[config.mk]
export PLATFORM = sky130hd
export DESIGN_NAME = kpr_front
export DESIGN_NICKNAME = d
export VERILOG_FILES = /design/src/rtl/core/kpr_pkg.sv /design/src/rtl/core/kpr_front.sv
export SDC_FILE = /design/constraint.sdc
export NUM_CORES = 1
export LEC_CHECK = 0
export BUFFER_PORTS_ARGS = -buffer_cell sky130_fd_sc_hd__buf_2
export CORE_UTILIZATION = 52
export DETAILED_ROUTE_END_ITERATION = 12
export PLACE_DENSITY = 0.81
export SYNTH_ARGS = -nofsm -noshare
export SYNTH_HDL_FRONTEND = slang
export SYNTH_SLANG_ARGS = --single-unit
[constraint.sdc]
create_clock -name clk -period 7.75 [get_ports clk]
set_input_delay 0 -clock clk [delete_from_list [all_inputs] [get_ports clk]]
set_output_delay 0 -clock clk [all_outputs]
set_load 0.01 [all_outputs]
[src/rtl/core/kpr_pkg.sv]
// kpr_pkg: shared types and constants for the keyframe path recorder/player
// used by kpr_front, kpr_back and the top level; depends on nothing else
`default_nettype none

package kpr_pkg;

  localparam int NUM_SLOTS  = 4;
  localparam int MAX_KEYS   = 64;
  localparam int SLOT_W     = 2;
  localparam int KEY_W      = 6;
  localparam int CNT_W      = 7;
  localparam int ADDR_W     = SLOT_W + KEY_W;
  localparam int MEM_DEPTH  = NUM_SLOTS * MAX_KEYS;
  localparam int POSE_W     = 32;
  localparam int DT_W       = 31;
  localparam int RECIP_W    = 32;
  localparam int FRAC_W     = 17;
  localparam int STEP_W     = DT_W + RECIP_W - 16;
  localparam int DIFF_W     = 34;
  localparam int PROD_W     = DIFF_W + FRAC_W + 1;
  localparam int CD_W       = 33;
  localparam int KEY_DATA_W = 5 * POSE_W;

  localparam logic signed [DIFF_W-1:0] PI_Q     = 34'sd205887;
  localparam logic signed [DIFF_W-1:0] TWO_PI_Q = 34'sd411775;
  localparam logic [FRAC_W-1:0] FRAC_ONE   = 17'd65536;
  localparam logic [FRAC_W-1:0] FRAC_LIMIT = 17'd64880;
  localparam logic [CNT_W-1:0]  KEYS_MAX   = 7'd64;

  localparam logic [DT_W-1:0]    KEY_INTERVAL_RST = 31'd65536;
  localparam logic [RECIP_W-1:0] RECIP_RST        = 32'd65536;

  localparam logic CFG_KEY_INTERVAL = 1'b0;
  localparam logic CFG_RECIP        = 1'b1;

  typedef enum logic [2:0] {
    OP_TICK   = 3'd0,
    OP_START  = 3'd1,
    OP_FINISH = 3'd2,
    OP_CANCEL = 3'd3,
    OP_FOLLOW = 3'd4,
    OP_STOP   = 3'd5,
    OP_BAD    = 3'd6
  } op_t;

  typedef enum logic [1:0] {
    MODE_IDLE   = 2'd0,
    MODE_REC    = 2'd1,
    MODE_FOLLOW = 2'd2
  } mode_t;

  typedef enum logic [1:0] {
    ST_OK      = 2'd0,
    ST_FULL    = 2'd1,
    ST_IGNORED = 2'd2
  } status_t;

  typedef struct packed {
    logic [POSE_W-1:0] x;
    logic [POSE_W-1:0] y;
    logic [POSE_W-1:0] z;
    logic [POSE_W-1:0] yaw;
    logic [POSE_W-1:0] pitch;
  } key_t;

  typedef struct packed {
    op_t               op;
    logic [SLOT_W-1:0] slot;
    logic [DT_W-1:0]   dt;
    key_t              pose;
  } cmd_t;

endpackage

`default_nettype wire

[src/rtl/core/kpr_front.sv]
// kpr_front: accepts input transactions, decodes the request and queues commands
// depends on kpr_pkg
`default_nettype none

module kpr_front (
  input  wire logic                          clk,
  input  wire logic                          rst,
  input  wire logic                          in_valid,
  output logic                               in_stall,
  input  wire logic [2:0]                    req_type,
  input  wire logic [kpr_pkg::SLOT_W-1:0]    path_slot,
  input  wire logic [kpr_pkg::DT_W-1:0]      dt,
  input  wire logic signed [kpr_pkg::POSE_W-1:0] cam_x,
  input  wire logic signed [kpr_pkg::POSE_W-1:0] cam_y,
  input  wire logic signed [kpr_pkg::POSE_W-1:0] cam_z,
  input  wire logic signed [kpr_pkg::POSE_W-1:0] cam_yaw,
  input  wire logic signed [kpr_pkg::POSE_W-1:0] cam_pitch,
  output logic                               q_valid,
  output kpr_pkg::cmd_t                      q_cmd,
  input  wire logic                          q_pop
);

  kpr_pkg::cmd_t entries [2];
  logic          wr_ptr;
  logic          rd_ptr;
  logic [1:0]    count;
  kpr_pkg::op_t  op_dec;
  logic          push;
  logic          pop;

  always_comb begin
    unique case (req_type)
      3'd0:    op_dec = kpr_pkg::OP_TICK;
      3'd1:    op_dec = kpr_pkg::OP_START;
      3'd2:    op_dec = kpr_pkg::OP_FINISH;
      3'd3:    op_dec = kpr_pkg::OP_CANCEL;
      3'd4:    op_dec = kpr_pkg::OP_FOLLOW;
      3'd5:    op_dec = kpr_pkg::OP_STOP;
      default: op_dec = kpr_pkg::OP_BAD;
    endcase
  end

  assign in_stall = (count == 2'd2);
  assign push     = in_valid && !in_stall;
  assign q_valid  = (count != 2'd0);
  assign pop      = q_pop && q_valid;
  assign q_cmd    = entries[rd_ptr];

  always_ff @(posedge clk) begin
    if (push) begin
      entries[wr_ptr] <= '{op: op_dec, slot: path_slot, dt: dt,
                            pose: '{x: cam_x, y: cam_y, z: cam_z,
                                    yaw: cam_yaw, pitch: cam_pitch}};
    end
    if (rst) begin
      wr_ptr <= 1'b0;
      rd_ptr <= 1'b0;
      count  <= 2'd0;
    end else begin
      if (push) begin
        wr_ptr <= !wr_ptr;
      end
      if (pop) begin
        rd_ptr <= !rd_ptr;
      end
      count <= count + {1'b0, push} - {1'b0, pop};
    end
  end

endmodule

`default_nettype wire

==> results by group <==
Status
  – Status: finished, final reports clean

Place
  – Dpl cell area: 0.0173 sq mm
  – Port bufs: 397
  – Routability Congestion: 0.750
  – Setup WS pre-CTS: 4.88 ns
  – Post-DP HPWL: 19.2 mm

Power and ir drop
  – Design Power: 6.49 mW
  – PwrDens: 316 mW/mm^2
  – Max VDD drop: 0.000360 V
  – Leak: 8.03 nW

Logic synthesis
  – Mux contribution to synthesized area: 0.183
  – Simple-gate share of the synthesized area: 0.00385
  – Synth Instances: 640
  – Distinct cells, synth: 24
  – Compound-Gate Fraction of Synth Area: 0.00167
  – Seq/Total Area, Yosys: 0.793
  – Synth Area in Adders: 0.00167
  – Main combinational cell family by area after synthesis: multiplexers
  – Cell area after synthesis: 0.0150 sq mm
  – Yosys Warn Count: 0
  – Syn nets: 842
  – Flops & latches, synth: 397
  – Post-Syn Area per Cell: 23.4 sq um
  – Xor/xnor cell area share of the yosys netlist: 0.00117

Timing
  – Final setup margin: 4.82 ns
  – Crit path time final: 2.93 ns
  – Fmax achieved: 341 MHz
  – Fin crit share: 0.379
  – Setup TNS: 0 ns
  – Fin. max-slew vios: 0
  – Endpoints failing setup: 0
  – Clock Skews: 0.0167 ns
  – Slew headroom: 0.317
  – Fin Hold WS: 0.196 ns
  – Final hold vios: 0
  – Slew @ Worst Pin: 1.02 ns
  – RSZ-0062 raised after global routing: false

Critical path
  – Critical Path End Type: register
  – CP startpoint kind: register
  – Worst Path Max Fanout: 72
  – WP data arrival: 3.07 ns
  – CP Class: reg2reg
  – Worst endpoint required time: 7.88 ns

Min path
  – Worst hold path class: in2reg

Cells and area
  – Final net count: 1464
  – Design area: 0.0205 sq mm
  – Area Growth Syn to Fin: 37.1%
  – Share of layout cells above drive strength 1: 0.512
  – Most common cell after layout, fill and taps aside: buf_2
  – Most frequent cells in the layout: buf_2 (397), edfxtp_1 (392), dlygate4sd3_1 (200), mux2_4 (140), mux2_2 (56)

Detailed routing
  – Post-Route WL: 34.4 mm
  – # DRC: 0
  – DR vias/cell: 5.09
  – Vias: 8504
  – DR iter-0 viols: 559
  – Router iterations before antenna repair: 5
  – Remaining antenna violation count: 0
  – DR WL/cell: 20.6 um

Clock network
  – Clock latency at the later pin of the worst-skew pair: 0.52 ns
  – Post-CTS Setup Bufs: 0
  – Clk buf depth: 3
  – Clk slew on worst S/H paths: 0.07 ns
  – Root buffer cell: clkbuf_16
  – Post-CTS resize count: 0
  – CTS sink cnt: 397
  – Hold Buf Count CTS: 200
  – CTS tree: yes
  – CTS buffer count: 41
  – Htree depth: 2

Die
  – Number of placement rows: 61
  – Starting Density: 0.533
  – Core area: 0.0281 sq mm
  – I/O pin cnt: 398
  – Die Y: 172 um
  – Total die area: 0.0295 sq mm
  – Die span in x: 172 um

Global route
  – Vias in the first global route: 8982
  – Initial antenna violation count: 4
  – Total gr overflow: 0
  – GRT Total Usage: 0.225
  – Largest net degree at the start of global routing: 97
  – Global-route wire length before repair: 48.9 mm

Job
  – Number of max-cap violations: 0
-- layer usage --
| layer | up-vias | wire, um | GRT usage |
|---|---|---|---|
| li1 | 3789 | - | - |
| met1 | 4228 | 12200 | 0.240 |
| met2 | 405 | 18500 | 0.423 |
| met3 | 82 | 2690 | 0.0580 |
| met4 | 0 | 1110 | 0.0893 |
| met5 | - | 0 | 0 |
-- cells by family after synthesis --
| group | Yosys count |
|---|---|
| DFF | 397 |
| AOI/OAI and AO/OA | 4 |
| xor gates and xnor gates | 2 |
| muxes | 196 |
| buffers and inverters | 28 |
| and+or+nand+nor | 11 |
| adders and majority gates | 2 |
-- critical path, stage by stage (launching register included) --
cell	delay [ns]
dfxtp_1	0.37
nand2b_1	0.17
inv_1	0.08
or3_1	0.41
inv_6	0.54
buf_4	0.88
-- where the power goes --
part	internal [mW]	total [mW]	switching, mW	leakage, nW
Combinational	0.911	1.81	0.895	3.73
Sequential	2.74	2.87	0.131	3.70
Clock	1.04	1.81	0.778	0.602
-- registers in the layout (all words and copies together), names as in the netlist, named ones only --
| name | flops |
|---|---|
| count | 2 |
| entries | 392 |
| rd_ptr | 1 |
| wr_ptr | 1 |
-- through the flow --
step	utilization	instances
after floorplan	-	640
after global placement	0.615	1397
after detailed placement	0.615	1397
after CTS	0.730	1666
after global routing	0.730	1669
final	0.731	1670
-- final cells by class --
type,instances,area (sq um)
flip-flops and latches,397,11900
fillers,1622,7570
repair buffers,603,4050
multi-input cells,215,2860
clock buffers,45,1080
well taps,378,473
clock inverters,24,148
inverters,4,20.0
diodes,4,10.0
-- synthesized netlist by cell type --
| cell type | n | area share |
|---|---|---|
| mux2_4 | 140 | 0.14 |
| nor2_1 | 3 | 0.00075 |
| buf_6 | 17 | 0.013 |
| and2_1 | 1 | 0.00042 |
| xnor2_1 | 1 | 0.00059 |
| o21ai_0 | 1 | 0.00033 |
| a21oi_1 | 1 | 0.00033 |
| and3_1 | 1 | 0.00042 |
| nor3_1 | 1 | 0.00033 |
| clkbuf_1 | 2 | 0.00050 |
| mux2_2 | 56 | 0.042 |
| nor2b_1 | 1 | 0.00042 |
| a21boi_0 | 1 | 0.00050 |
| nand2_1 | 1 | 0.00025 |
| inv_1 | 4 | 0.0010 |
| edfxtp_1 | 392 | 0.79 |
| nand2b_1 | 1 | 0.00042 |
| o21a_1 | 1 | 0.00050 |
| or2_2 | 1 | 0.00042 |
| buf_2 | 5 | 0.0017 |
| xor2_1 | 1 | 0.00059 |
| dfxtp_1 | 5 | 0.0067 |
| or3_1 | 1 | 0.00042 |
| ha_1 | 2 | 0.0017 |
-- path summary, 6_finish.rpt --
| path | from | to | cells after the start | slack (ns) |
|---|---|---|---|---|
| worst min register to register | wr_ptr | wr_ptr | 2 | 0.52 |
| worst max-delay path | count[0] | entries[0][120] | 5 | 4.82 |
| worst max register to register | count[0] | entries[0][120] | 5 | 4.82 |
| worst min-delay path | cam_x[21] | entries[0][149] | 2 | 0.20 |
(Power assumes the default switching activity.)
